### src/hw/rtl/sdcb_pkg.sv
// Shared types, codes and the LFSR tap table for the set-dueling bypass block.
`default_nettype none

package sdcb_pkg;

  // Request command codes.
  localparam logic CMD_ACCESS = 1'b0;
  localparam logic CMD_FILL   = 1'b1;

  // Request kind codes. The fourth code is handled like KIND_OTHER.
  localparam logic [1:0] KIND_READ  = 2'd0;
  localparam logic [1:0] KIND_WRITE = 2'd1;
  localparam logic [1:0] KIND_OTHER = 2'd2;

  // Set class codes reported with every result.
  localparam logic [1:0] CLASS_FOLLOWER = 2'd0;
  localparam logic [1:0] CLASS_BYPASS   = 2'd1;
  localparam logic [1:0] CLASS_FILL     = 2'd2;

  // Configuration register indexes.
  localparam int unsigned CFG_INDEX_W = 3;
  localparam logic [CFG_INDEX_W-1:0] REG_EPOCH_LIMIT  = 3'd0;
  localparam logic [CFG_INDEX_W-1:0] REG_GAP_THRESH   = 3'd1;
  localparam logic [CFG_INDEX_W-1:0] REG_BYPASS_CHNC  = 3'd2;
  localparam logic [CFG_INDEX_W-1:0] REG_BYPASS_SLOT  = 3'd3;
  localparam logic [CFG_INDEX_W-1:0] REG_FILL_SLOT    = 3'd4;
  localparam logic [CFG_INDEX_W-1:0] REG_LFSR_SEED    = 3'd5;
  localparam int unsigned CFG_DATA_W  = 17;

  // Register reset values.
  localparam logic [16:0] EPOCH_LIMIT_RST   = 17'd16384;
  localparam logic [7:0]  GAP_THRESH_RST    = 8'd16;
  localparam logic [15:0] BYPASS_CHANCE_RST = 16'd58982;
  localparam logic [4:0]  BYPASS_SLOT_RST   = 5'd0;
  localparam logic [4:0]  FILL_SLOT_RST     = 5'd2;

  // Address bits that select the set slot.
  localparam int unsigned SLOT_LSB = 10;
  localparam int unsigned SLOT_W   = 5;

  // Request queue between front and back.
  localparam int unsigned QUEUE_DEPTH = 4;
  localparam int unsigned QPTR_W      = 2;
  localparam int unsigned QCNT_W      = 3;

  // Back-end sequencer states.
  typedef enum logic [1:0] {
    ST_RUN,
    ST_MUL,
    ST_SCALE,
    ST_CMP
  } state_t;

  // Configuration register contents.
  typedef struct packed {
    logic [16:0] epoch_limit;
    logic [7:0]  gap_threshold;
    logic [15:0] bypass_chance;
    logic [4:0]  bypass_slot;
    logic [4:0]  fill_slot;
  } cfg_t;

  // Decoded request as it sits in the queue.
  typedef struct packed {
    logic is_access;
    logic counted;
    logic miss;
    logic in_b;
    logic in_f;
    logic draw_always;
    logic draw_follow;
  } item_t;

  // Galois feedback masks, by register width.
  function automatic logic [31:0] lfsr_taps(input int unsigned bits);
    logic [31:0] taps;
    case (bits)
      8:       taps = 32'h8E;
      9:       taps = 32'h108;
      10:      taps = 32'h204;
      11:      taps = 32'h402;
      12:      taps = 32'h829;
      13:      taps = 32'h100D;
      14:      taps = 32'h2015;
      15:      taps = 32'h4001;
      16:      taps = 32'h8016;
      17:      taps = 32'h10004;
      18:      taps = 32'h20013;
      19:      taps = 32'h40013;
      20:      taps = 32'h80004;
      21:      taps = 32'h100002;
      22:      taps = 32'h200001;
      23:      taps = 32'h400010;
      24:      taps = 32'h80000D;
      25:      taps = 32'h1000004;
      26:      taps = 32'h2000023;
      27:      taps = 32'h4000013;
      28:      taps = 32'h8000004;
      29:      taps = 32'h10000002;
      30:      taps = 32'h20000029;
      31:      taps = 32'h40000004;
      32:      taps = 32'h80000057;
      default: taps = 32'h8E;
    endcase
    return taps;
  endfunction

endpackage

`default_nettype wire

### src/hw/rtl/sdcb_front.sv
// Front end: decodes and classifies each incoming request.
`default_nettype none

module sdcb_front import sdcb_pkg::*; (
  input  logic        in_valid,
  output logic        in_ready,
  input  logic        cmd,
  input  logic [47:0] addr,
  input  logic [1:0]  kind,
  input  logic        hit,
  input  cfg_t        cfg,
  input  logic        q_full,
  output logic        push,
  output item_t       item
);

  logic [SLOT_W-1:0] slot;
  logic              in_b;
  logic              in_f;
  logic              fill_draw;

  // Set slot match against both sample slots.
  assign slot = addr[SLOT_LSB +: SLOT_W];
  assign in_b = (slot == cfg.bypass_slot);
  assign in_f = (slot == cfg.fill_slot);

  // Write fills never draw.
  assign fill_draw = (cmd == CMD_FILL) && (kind != KIND_WRITE);

  // Build the queue entry.
  always_comb begin
    item.is_access   = (cmd == CMD_ACCESS);
    item.counted     = (cmd == CMD_ACCESS) && ((kind == KIND_READ) || (kind == KIND_WRITE));
    item.miss        = (kind == KIND_READ) && !hit;
    item.in_b        = in_b;
    item.in_f        = in_f;
    item.draw_always = fill_draw && in_b;
    item.draw_follow = fill_draw && !in_b && !in_f;
  end

  // Accept whenever the queue has room.
  assign in_ready = !q_full;
  assign push     = in_valid && !q_full;

endmodule

`default_nettype wire

### src/hw/rtl/sdcb_fifo.sv
// Short request queue that decouples the front end from the back end.
`default_nettype none

module sdcb_fifo import sdcb_pkg::*; (
  input  logic  clk,
  input  logic  rst,
  input  logic  push,
  input  item_t push_item,
  output logic  full,
  input  logic  pop,
  output logic  head_valid,
  output item_t head_item
);

  item_t             entries [QUEUE_DEPTH];
  logic [QPTR_W-1:0] wr_ptr;
  logic [QPTR_W-1:0] rd_ptr;
  logic [QCNT_W-1:0] count;

  assign full       = (count == QCNT_W'(QUEUE_DEPTH));
  assign head_valid = (count != '0);
  assign head_item  = entries[rd_ptr];

  // Pointers and fill count.
  always_ff @(posedge clk) begin
    if (rst) begin
      wr_ptr <= '0;
      rd_ptr <= '0;
      count  <= '0;
    end else begin
      if (push) begin
        wr_ptr <= wr_ptr + 1'b1;
      end
      if (pop) begin
        rd_ptr <= rd_ptr + 1'b1;
      end
      if (push && !pop) begin
        count <= count + 1'b1;
      end else if (!push && pop) begin
        count <= count - 1'b1;
      end
    end
  end

  // Entry storage.
  always_ff @(posedge clk) begin
    if (push) begin
      entries[wr_ptr] <= push_item;
    end
  end

endmodule

`default_nettype wire

### src/hw/rtl/sdcb_back.sv
// Back end: sample counters, epoch mode evaluation, LFSR draws and the result register.
`default_nettype none

module sdcb_back import sdcb_pkg::*; #(
  parameter int COUNTER_BITS = 17,
  parameter int LFSR_BITS    = 16
) (
  input  logic        clk,
  input  logic        rst,
  input  cfg_t        cfg,
  input  logic        seed_load,
  input  logic [15:0] seed,
  input  logic        q_valid,
  input  item_t       q_item,
  output logic        q_pop,
  output logic        out_valid,
  input  logic        out_ready,
  output logic        bypass,
  output logic        fill_mode,
  output logic [1:0]  sample_class,
  output logic        epoch_end
);

  localparam int PW = 2 * COUNTER_BITS;
  localparam int QW = PW + 8;
  localparam int SW = PW + 9;
  localparam int LW = (COUNTER_BITS > 17) ? COUNTER_BITS : 17;
  localparam logic [LFSR_BITS-1:0] TAPS = LFSR_BITS'(lfsr_taps(LFSR_BITS));

  state_t                  state;
  state_t                  state_next;
  logic [COUNTER_BITS-1:0] ba, bm, fa, fm;
  logic [COUNTER_BITS-1:0] ba_inc, bm_inc, fa_inc, fm_inc;
  logic [COUNTER_BITS-1:0] snap_ba, snap_bm, snap_fa, snap_fm;
  logic [PW-1:0]           p_bf, p_fb, p_ba;
  logic [QW-1:0]           scaled;
  logic [SW-1:0]           lhs, rhs;
  logic [1:0]              item_class;
  logic [1:0]              hold_class;
  logic                    mode;
  logic [LFSR_BITS-1:0]    lfsr;
  logic [LFSR_BITS-1:0]    lfsr_step;
  logic [LFSR_BITS-1:0]    seed_raw;
  logic [LFSR_BITS-1:0]    seed_fit;
  logic [15:0]             draw;
  logic                    out_free;
  logic                    epoch_hit;
  logic                    draw_en;
  logic                    draw_bit;
  logic                    gap_lt;
  logic                    run_load;
  logic                    eval_start;
  logic                    eval_done;

  assign out_free = !out_valid || out_ready;

  // Saturating counter updates for this request.
  always_comb begin
    ba_inc = ba;
    bm_inc = bm;
    fa_inc = fa;
    fm_inc = fm;
    if (q_item.counted && q_item.in_b) begin
      if (ba != '1) ba_inc = ba + 1'b1;
      if (q_item.miss && (bm != '1)) bm_inc = bm + 1'b1;
    end
    if (q_item.counted && q_item.in_f) begin
      if (fa != '1) fa_inc = fa + 1'b1;
      if (q_item.miss && (fm != '1)) fm_inc = fm + 1'b1;
    end
  end

  // Any access request may close an epoch.
  assign epoch_hit = q_item.is_access &&
                     ((LW'(ba_inc) >= LW'(cfg.epoch_limit)) ||
                      (LW'(fa_inc) >= LW'(cfg.epoch_limit)));

  // Set class of the request at the queue head.
  always_comb begin
    if (q_item.in_b) begin
      item_class = CLASS_BYPASS;
    end else if (q_item.in_f) begin
      item_class = CLASS_FILL;
    end else begin
      item_class = CLASS_FOLLOWER;
    end
  end

  // One Galois step and the 16-bit draw taken from the new state.
  assign lfsr_step = (lfsr >> 1) ^ (lfsr[0] ? TAPS : '0);

  generate
    if (LFSR_BITS >= 16) begin : g_wide
      assign draw     = lfsr_step[LFSR_BITS-1 -: 16];
      assign seed_raw = LFSR_BITS'(seed);
    end else begin : g_narrow
      assign draw     = {lfsr_step, {(16 - LFSR_BITS){1'b0}}};
      assign seed_raw = seed[LFSR_BITS-1:0];
    end
  endgenerate

  assign seed_fit = (seed_raw == '0) ? LFSR_BITS'(1) : seed_raw;
  assign draw_en  = q_item.draw_always || (q_item.draw_follow && mode);
  assign draw_bit = draw_en && (draw < cfg.bypass_chance);

  // Miss-rate gap test: 256*bm*fa < 256*fm*ba + threshold*ba*fa.
  assign lhs    = {1'b0, p_bf, 8'b0};
  assign rhs    = {1'b0, p_fb, 8'b0} + SW'(scaled);
  assign gap_lt = (lhs < rhs);

  // Sequencer next state.
  always_comb begin
    state_next = state;
    case (state)
      ST_RUN:   if (eval_start) state_next = ST_MUL;
      ST_MUL:   state_next = ST_SCALE;
      ST_SCALE: state_next = ST_CMP;
      ST_CMP:   if (out_free) state_next = ST_RUN;
      default:  state_next = ST_RUN;
    endcase
  end

  // Sequencer outputs.
  always_comb begin
    q_pop      = 1'b0;
    eval_done  = 1'b0;
    case (state)
      ST_RUN:   q_pop = q_valid && out_free;
      ST_CMP:   eval_done = out_free;
      default:  q_pop = 1'b0;
    endcase
    run_load   = q_pop && !epoch_hit;
    eval_start = q_pop && epoch_hit;
  end

  // Control state, counters, mode and random state.
  always_ff @(posedge clk) begin
    if (rst) begin
      state     <= ST_RUN;
      ba        <= '0;
      bm        <= '0;
      fa        <= '0;
      fm        <= '0;
      mode      <= 1'b0;
      lfsr      <= LFSR_BITS'(1);
      out_valid <= 1'b0;
    end else begin
      state <= state_next;
      if (seed_load) begin
        lfsr <= seed_fit;
      end else if (run_load && draw_en) begin
        lfsr <= lfsr_step;
      end
      if (run_load) begin
        ba <= ba_inc;
        bm <= bm_inc;
        fa <= fa_inc;
        fm <= fm_inc;
      end else if (eval_start) begin
        ba <= ba_inc >> 1;
        bm <= bm_inc >> 1;
        fa <= fa_inc >> 1;
        fm <= fm_inc >> 1;
      end
      if (eval_done) begin
        mode <= gap_lt;
      end
      if (run_load || eval_done) begin
        out_valid <= 1'b1;
      end else if (out_ready) begin
        out_valid <= 1'b0;
      end
    end
  end

  // Evaluation datapath: snapshot, three products, then the threshold scaling.
  always_ff @(posedge clk) begin
    if (eval_start) begin
      snap_ba    <= ba_inc;
      snap_bm    <= bm_inc;
      snap_fa    <= fa_inc;
      snap_fm    <= fm_inc;
      hold_class <= item_class;
    end
    if (state == ST_MUL) begin
      p_bf <= snap_bm * snap_fa;
      p_fb <= snap_fm * snap_ba;
      p_ba <= snap_ba * snap_fa;
    end
    if (state == ST_SCALE) begin
      scaled <= p_ba * cfg.gap_threshold;
    end
  end

  // Result register.
  always_ff @(posedge clk) begin
    if (run_load) begin
      bypass       <= draw_bit;
      fill_mode    <= mode;
      sample_class <= item_class;
      epoch_end    <= 1'b0;
    end else if (eval_done) begin
      bypass       <= 1'b0;
      fill_mode    <= gap_lt;
      sample_class <= hold_class;
      epoch_end    <= 1'b1;
    end
  end

endmodule

`default_nettype wire

### src/hw/rtl/set_dueling_cache_bypass.sv
// A request goes into the queue; the back end pops it into the result register.
// One request per cycle while results are taken; a request that closes an epoch
// holds the back end while the two-stage multiply and the gap compare run.
// A four-entry queue lets the front keep accepting during that evaluation.
// Reset (synchronous, active high) clears counters, mode, queue and result valid,
// loads the register defaults and sets the random state to one.
`default_nettype none

module set_dueling_cache_bypass import sdcb_pkg::*; #(
  parameter int COUNTER_BITS = 17,
  parameter int LFSR_BITS    = 16
) (
  input  logic                   clk,
  input  logic                   rst,
  input  logic                   in_valid,
  output logic                   in_ready,
  input  logic                   cmd,
  input  logic [47:0]            addr,
  input  logic [1:0]             kind,
  input  logic                   hit,
  output logic                   out_valid,
  input  logic                   out_ready,
  output logic                   bypass,
  output logic                   fill_mode,
  output logic [1:0]             sample_class,
  output logic                   epoch_end,
  input  logic                   cfg_valid,
  output logic                   cfg_ready,
  input  logic [CFG_INDEX_W-1:0] cfg_index,
  input  logic [CFG_DATA_W-1:0]  cfg_data
);

  cfg_t  cfg;
  logic  cfg_write;
  logic  seed_load;
  logic  push;
  logic  q_full;
  logic  q_pop;
  logic  q_valid;
  item_t front_item;
  item_t q_item;

  // Configuration registers; writes are always taken.
  assign cfg_ready = 1'b1;
  assign cfg_write = cfg_valid && cfg_ready;
  assign seed_load = cfg_write && (cfg_index == REG_LFSR_SEED);

  always_ff @(posedge clk) begin
    if (rst) begin
      cfg.epoch_limit   <= EPOCH_LIMIT_RST;
      cfg.gap_threshold <= GAP_THRESH_RST;
      cfg.bypass_chance <= BYPASS_CHANCE_RST;
      cfg.bypass_slot   <= BYPASS_SLOT_RST;
      cfg.fill_slot     <= FILL_SLOT_RST;
    end else if (cfg_write) begin
      case (cfg_index)
        REG_EPOCH_LIMIT: cfg.epoch_limit   <= cfg_data[16:0];
        REG_GAP_THRESH:  cfg.gap_threshold <= cfg_data[7:0];
        REG_BYPASS_CHNC: cfg.bypass_chance <= cfg_data[15:0];
        REG_BYPASS_SLOT: cfg.bypass_slot   <= cfg_data[4:0];
        REG_FILL_SLOT:   cfg.fill_slot     <= cfg_data[4:0];
        default:         ;
      endcase
    end
  end

  // Request decode and classification.
  sdcb_front u_front (
    .in_valid (in_valid),
    .in_ready (in_ready),
    .cmd      (cmd),
    .addr     (addr),
    .kind     (kind),
    .hit      (hit),
    .cfg      (cfg),
    .q_full   (q_full),
    .push     (push),
    .item     (front_item)
  );

  // Decoupling queue.
  sdcb_fifo u_fifo (
    .clk        (clk),
    .rst        (rst),
    .push       (push),
    .push_item  (front_item),
    .full       (q_full),
    .pop        (q_pop),
    .head_valid (q_valid),
    .head_item  (q_item)
  );

  // Policy state and result generation.
  sdcb_back #(
    .COUNTER_BITS (COUNTER_BITS),
    .LFSR_BITS    (LFSR_BITS)
  ) u_back (
    .clk          (clk),
    .rst          (rst),
    .cfg          (cfg),
    .seed_load    (seed_load),
    .seed         (cfg_data[15:0]),
    .q_valid      (q_valid),
    .q_item       (q_item),
    .q_pop        (q_pop),
    .out_valid    (out_valid),
    .out_ready    (out_ready),
    .bypass       (bypass),
    .fill_mode    (fill_mode),
    .sample_class (sample_class),
    .epoch_end    (epoch_end)
  );

endmodule

`default_nettype wire

### config.mk
export PLATFORM = sky130hd
export DESIGN_NAME = set_dueling_cache_bypass
export DESIGN_NICKNAME = d
export VERILOG_FILES = /design/src/hw/rtl/sdcb_pkg.sv /design/src/hw/rtl/sdcb_front.sv /design/src/hw/rtl/sdcb_fifo.sv /design/src/hw/rtl/sdcb_back.sv /design/src/hw/rtl/set_dueling_cache_bypass.sv
export SDC_FILE = /design/constraint.sdc
export NUM_CORES = 2
export LEC_CHECK = 0
export BUFFER_PORTS_ARGS = -buffer_cell sky130_fd_sc_hd__buf_2
export CAP_MARGIN = 20
export CORE_UTILIZATION = 44
export CTS_BUF_LIST = sky130_fd_sc_hd__clkbuf_8 sky130_fd_sc_hd__clkbuf_16
export CTS_CLUSTER_DIAMETER = 30
export DETAILED_ROUTE_END_ITERATION = 7
export HOLD_SLACK_MARGIN = 0.08
export PLACE_DENSITY_LB_ADDON = 0.05
export SYNTH_ARGS = -nofsm -noshare
export SYNTH_HDL_FRONTEND = slang
export SYNTH_HIERARCHICAL = 1
export SYNTH_SLANG_ARGS = --single-unit
### constraint.sdc
create_clock -name clk -period 7.8 [get_ports clk]
set_clock_uncertainty 0.15 [all_clocks]
set_input_delay 0.39 -clock clk [delete_from_list [all_inputs] [get_ports clk]]
set_output_delay 0.39 -clock clk [all_outputs]
set_load 0.01 [all_outputs]
==> impl_results.html <==
<table>
<tr><th>Metric</th><th>Value</th></tr>
<tr><th colspan="2">Route</th></tr>
<tr><td>Post-detailed-route count of antenna-violating nets</td><td>0</td></tr>
<tr><td>Starting DRC count in detailed routing</td><td>2,077</td></tr>
<tr><td>Wirelength per Cell</td><td>18.9 µm</td></tr>
<tr><td>Detailed-route wire length</td><td>148,000 µm</td></tr>
<tr><td>Via count</td><td>a little over 40k</td></tr>
<tr><td>Detailed-route DRC error count</td><td>0</td></tr>
<tr><td>Router iterations before antenna repair</td><td>5</td></tr>
<tr><td>Via/cell ratio</td><td>5.20</td></tr>
<tr><th colspan="2">Pwr</th></tr>
<tr><td>Power share of the sequential group</td><td>20.0%</td></tr>
<tr><td>Sw frac</td><td>41.8%</td></tr>
<tr><td>Static Leak</td><td>29.5 nW</td></tr>
<tr><td>Portion of total power attributed to combinational logic</td><td>between 50 and 60%</td></tr>
<tr><td>Cell Int Power</td><td>0.00983 W</td></tr>
<tr><td>Worst VDD drop</td><td>0.331 mV</td></tr>
<tr><td>P per Cell Area</td><td>between 200 and 300 nW/µm²</td></tr>
<tr><td>Portion of total power attributed to the clock network</td><td>28.9%</td></tr>
<tr><td>NetSw</td><td>0.00707 W</td></tr>
<tr><th colspan="2">Synthesis</th></tr>
<tr><td>Most instantiated flip-flop cell in the synthesis netlist</td><td>sky130_fd_sc_hd__edfxtp_1</td></tr>
<tr><td>Post-synth EDFFs</td><td>246</td></tr>
<tr><td>Avg Cell Area, Syn</td><td>9.37 µm²</td></tr>
<tr><td>Library cells used by synthesis</td><td>88</td></tr>
<tr><td>Cell type contributing the most total cell area after synthesis</td><td>sky130_fd_sc_hd__fa_1</td></tr>
<tr><td>Number of instances in the synthesized netlist</td><td>5,980</td></tr>
<tr><td>Synthesized Nets</td><td>roughly 7.4k</td></tr>
<tr><td>Portion of the post-synthesis area used by sequential elements</td><td>a little under a fifth</td></tr>
<tr><td>Area share of the largest cell type after synthesis</td><td>a little under a third</td></tr>
<tr><td>Number of flip-flops and latches in the synthesized netlist</td><td>395</td></tr>
<tr><td>Share of synthesized flip-flops with an asynchronous set or reset</td><td>0%</td></tr>
<tr><td>Warnings from Yosys</td><td>6</td></tr>
<tr><td>Top cells by area in the synthesized netlist</td><td>sky130_fd_sc_hd__fa_1 31%, sky130_fd_sc_hd__edfxtp_1 13%, sky130_fd_sc_hd__ha_1 12%, sky130_fd_sc_hd__inv_1 7.2%, sky130_fd_sc_hd__and2_1 6.1%</td></tr>
<tr><td>Summed instance area of the synthesized netlist</td><td>56,000 µm²</td></tr>
<tr><th colspan="2">Critical path</th></tr>
<tr><td>Length in cells of the worst reg-to-reg path</td><td>21</td></tr>
<tr><td>Data arrival time at the worst-slack endpoint</td><td>about 7600 ps</td></tr>
<tr><td>Crit path required time</td><td>8100 ps</td></tr>
<tr><td>Reg2Reg Launch Point</td><td>u_back/snap_ba[9]$_DFFE_PP_</td></tr>
<tr><td>Crit end category</td><td>register</td></tr>
<tr><td>Worst-path fanout max</td><td>9</td></tr>
<tr><td>Worst Path Class, Setup</td><td>reg -&gt; reg</td></tr>
<tr><td>Critical path, cell by cell</td><td>buf_4 &gt; nand2_1 &gt; fa_1 &gt; inv_1 &gt; fa_1 &gt; inv_1 &gt; fa_1 &gt; inv_1 &gt; fa_1 &gt; fa_1 &gt; inv_1 &gt; fa_1 &gt; inv_1 &gt; ha_1 &gt; nand4_1 &gt; or2_2 &gt; o21ai_0 &gt; a211oi_1 &gt; o21a_1 &gt; o21ai_0 &gt; xor2_1</td></tr>
<tr><td>Worst flop-to-flop path endpoint</td><td>u_back/p_fb[31]$_DFFE_PN_</td></tr>
<tr><td>Slowest stage cell, crit path</td><td>sky130_fd_sc_hd__edfxtp_1</td></tr>
<tr><td>Critical Path Max Stage Delay</td><td>760 ps</td></tr>
<tr><td>Setup slack on the worst flop-to-flop path</td><td>540 ps</td></tr>
<tr><td>Type of element launching the critical path</td><td>register</td></tr>
<tr><td>Most frequent CP cell</td><td>sky130_fd_sc_hd__fa_1</td></tr>
<tr><th colspan="2">STA</th></tr>
<tr><td>Max frequency</td><td>approximately 140 MHz</td></tr>
<tr><td>Hold slack final</td><td>124 ps</td></tr>
<tr><td>Unrepaired setup endpoints after global routing</td><td>false</td></tr>
<tr><td>PnR worst setup slack</td><td>536 ps</td></tr>
<tr><td>Fin crit period</td><td>7260 ps</td></tr>
<tr><td>Total negative setup slack</td><td>0 ps</td></tr>
<tr><td>Final setup violating endpoints</td><td>0</td></tr>
<tr><td>Slew HR</td><td>25.2%</td></tr>
<tr><td>Final hold viol count</td><td>0</td></tr>
<tr><td>Actual transition at the worst max-transition pin</td><td>1120 ps</td></tr>
<tr><td>Period utilisation layout</td><td>93.1%</td></tr>
<tr><td>Number of pins exceeding their max-slew limit in the final report</td><td>0</td></tr>
<tr><th colspan="2">Placement</th></tr>
<tr><td>Hpwl dp</td><td>about 120,000 µm</td></tr>
<tr><td>Pre-CTS setup slack</td><td>approximately 660 ps</td></tr>
<tr><td>Gp weighted congestion</td><td>between 0.8 and 0.9</td></tr>
<tr><td>Number of input and output port buffers inserted</td><td>40</td></tr>
<tr><th colspan="2">Global route</th></tr>
<tr><td>Pin count of the biggest net entering global routing</td><td>89</td></tr>
<tr><td>Vias in the first global route</td><td>between 40k and 50k</td></tr>
<tr><td>Global route overflow</td><td>0</td></tr>
<tr><td>Aggregate global-route resource usage</td><td>24.0%</td></tr>
<tr><td>Global-route wire length before repair</td><td>238,000 µm</td></tr>
<tr><td>Antenna violations before repair</td><td>5</td></tr>
<tr><th colspan="2">Run</th></tr>
<tr><td>Maxcap violations</td><td>0</td></tr>
<tr><th colspan="2">Clock network</th></tr>
<tr><td>Number of buffers added by the clock tree synthesis step</td><td>114</td></tr>
<tr><td>Post-cts repair resize count</td><td>0</td></tr>
<tr><td>Clock Pin Slew Worst Setup and Hold Paths</td><td>50 ps</td></tr>
<tr><td>Num Clock Sinks</td><td>395</td></tr>
<tr><td>Level count of the clock H-tree</td><td>3</td></tr>
<tr><td>Buffer depth of the longest clock path</td><td>3</td></tr>
<tr><td>TritonCTS clock tree</td><td>yes</td></tr>
<tr><td>Worst-skew pair later-pin latency</td><td>770 ps</td></tr>
<tr><td>Root Buffer</td><td>sky130_fd_sc_hd__clkbuf_16</td></tr>
<tr><th colspan="2">Floorplan</th></tr>
<tr><td>Count of standard-cell rows</td><td>130</td></tr>
<tr><td>Die Area</td><td>129,000 µm²</td></tr>
<tr><td>Ports placed on the boundary</td><td>85</td></tr>
<tr><td>Effective utilization at floorplan</td><td>44.5%</td></tr>
<tr><td>Die Y</td><td>around 360 µm</td></tr>
<tr><td>Placeable core region</td><td>126,000 µm²</td></tr>
<tr><td>DIE WIDTH</td><td>359 µm</td></tr>
<tr><th colspan="2">Final layout</th></tr>
<tr><td>Area overhead of the layout relative to synthesis</td><td>12.5%</td></tr>
<tr><td>Most common cell after layout, fill and taps aside</td><td>sky130_fd_sc_hd__inv_1</td></tr>
<tr><td>Net count of the finished layout</td><td>about 7.5k</td></tr>
<tr><td>Post-layout util</td><td>between 50% and 60%</td></tr>
<tr><td>Share of post-route cells with drive strength above 1</td><td>6.87%</td></tr>
<tr><td>Commonest non-fill, non-tap cells in the layout</td><td>1,077 x sky130_fd_sc_hd__inv_1, 866 x sky130_fd_sc_hd__fa_1, 789 x sky130_fd_sc_hd__nand2_1</td></tr>
<tr><th colspan="2">Min path</th></tr>
<tr><td>Worst min-delay path class</td><td>in -&gt; reg</td></tr>
<tr><td>Destination of the worst hold path</td><td>u_fifo/entries[1][3]$_DFFE_PP_</td></tr>
<tr><td>Worst Hold Launch</td><td>addr[13]</td></tr>
<tr><td>Depth of the worst hold-timing path</td><td>3</td></tr>
<tr><th colspan="2">Status</th></tr>
<tr><td>Status</td><td>finished, final reports clean</td></tr>
</table>
-- cells in the mapped netlist, types with 29 or more instances --
master,instances
sky130_fd_sc_hd__and3_1,39
sky130_fd_sc_hd__a21oi_1,193
sky130_fd_sc_hd__dfxtp_1,149
sky130_fd_sc_hd__nand4_1,38
sky130_fd_sc_hd__mux2i_1,90
sky130_fd_sc_hd__a21o_1,99
sky130_fd_sc_hd__nand2_1,790
sky130_fd_sc_hd__nand3_1,82
sky130_fd_sc_hd__and2_1,543
sky130_fd_sc_hd__o21a_1,29
sky130_fd_sc_hd__nor2_1,183
sky130_fd_sc_hd__ha_1,518
sky130_fd_sc_hd__nand2b_1,82
sky130_fd_sc_hd__clkbuf_1,218
sky130_fd_sc_hd__nor3_1,42
sky130_fd_sc_hd__nor2b_1,29
sky130_fd_sc_hd__xnor2_1,140
sky130_fd_sc_hd__xor2_1,80
sky130_fd_sc_hd__o211ai_1,35
sky130_fd_sc_hd__inv_1,1069
sky130_fd_sc_hd__fa_1,866
sky130_fd_sc_hd__o21ai_0,111
sky130_fd_sc_hd__edfxtp_1,246
-- cells by family after synthesis --
family | synth area share, %
simple gates | 16.8
fa+ha+maj | 42.5
buf+inv | 8.91
compound gates | 7.78
flops | 18.5
xor+xnor | 3.47
mux | 1.95
other cells | 0.00669
-- routing by layer --
| metal | GRT usage [%] | vias up | part of all wire, % |
|---|---|---|---|
| met4 | 7.58 | 2 | 3.2 |
| met2 | 39.5 | 862 | 47 |
| li1 | - | 19100 | - |
| met3 | 3.91 | 191 | 5.0 |
| met5 | 0 | - | 0.012 |
| met1 | 32.2 | 20400 | 45 |
-- final cells by class --
class                      count  area [µm²]
clock inverter                95        1160
tap                         1650        2060
timing repair buffer         207        1700
fill                       12100       62900
multi-input combinational   4271       40700
inverter                    1071        4020
clock buffer                 122        2960
sequential                   395       10400
antenna                        1        2.50
-- power groups by stage --
stage / logic (W) / clock network, W / registers [W]
5_1_grt: 0.00988 / 0.00509 / 0.00341
4_1_cts: 0.00873 / 0.00499 / 0.00339
3_5_place_dp: 0.00864 / 0 / 0.00342
2_1_floorplan: 0.0102 / 0 / 0.00339
3_3_place_gp: 0.00862 / 0 / 0.00342
6_report: 0.00865 / 0.00488 / 0.00337
-- how the worst max path moves through the flow --
stage	depth (start not counted)	startpoint	endpoint
2_1_floorplan	19	register	u_back/state[1]$_SDFFE_PP0P_
3_3_place_gp	20	u_back/snap_fa[2]$_DFFE_PP_	u_back/p_bf[33]$_DFFE_PN_
3_5_place_dp	20	u_back/snap_fa[2]$_DFFE_PP_	u_back/p_bf[33]$_DFFE_PN_
4_1_cts	20	u_back/snap_ba[9]$_DFFE_PP_	u_back/p_fb[31]$_DFFE_PN_
5_1_grt	20	u_back/snap_ba[9]$_DFFE_PP_	u_back/p_fb[33]$_DFFE_PN_
6_report	21	u_back/snap_ba[9]$_DFFE_PP_	u_back/p_fb[31]$_DFFE_PN_
-- timing repair --
item | 4_1_cts | 5_1_grt
hold buffers | 42 | 0
endpoints found under the hold margin | 125 | 0
setup endpoints to repair | 0 | 0
buffers inserted | 0 | 0
-- through the flow --
step	instances	power, W	area [µm²]
detailed placement	7552	0.0121	58500
global placement	7551	0.0120	58400
global route	7811	0.0184	63000
CTS	7811	0.0171	63000
finish	7812	0.0169	63000
floorplan	5980	0.0136	56000
-- worst max-delay path, delay by kind of cell (launching register included) --
family / cells / cell delay [ps]
simple gates: 3 / 670
flops: 1 / 760
compound gates: 4 / 1350
fa+ha+maj: 7 / 3350
buf+inv: 6 / 540
xor+xnor: 1 / 130
-- registers in the layout (all words and copies together), names as in the netlist, 17 cells and up, named ones only --
register,cells
cfg,51
u_back/scaled,42
u_back/p_ba,34
u_back/p_bf,34
u_back/p_fb,34
u_fifo/entries,28
u_back/ba,17
u_back/bm,17
u_back/fa,17
u_back/fm,17
u_back/snap_ba,17
u_back/snap_bm,17
u_back/snap_fa,17
u_back/snap_fm,17
No activity file was read; power rests on OpenSTA's default activity.
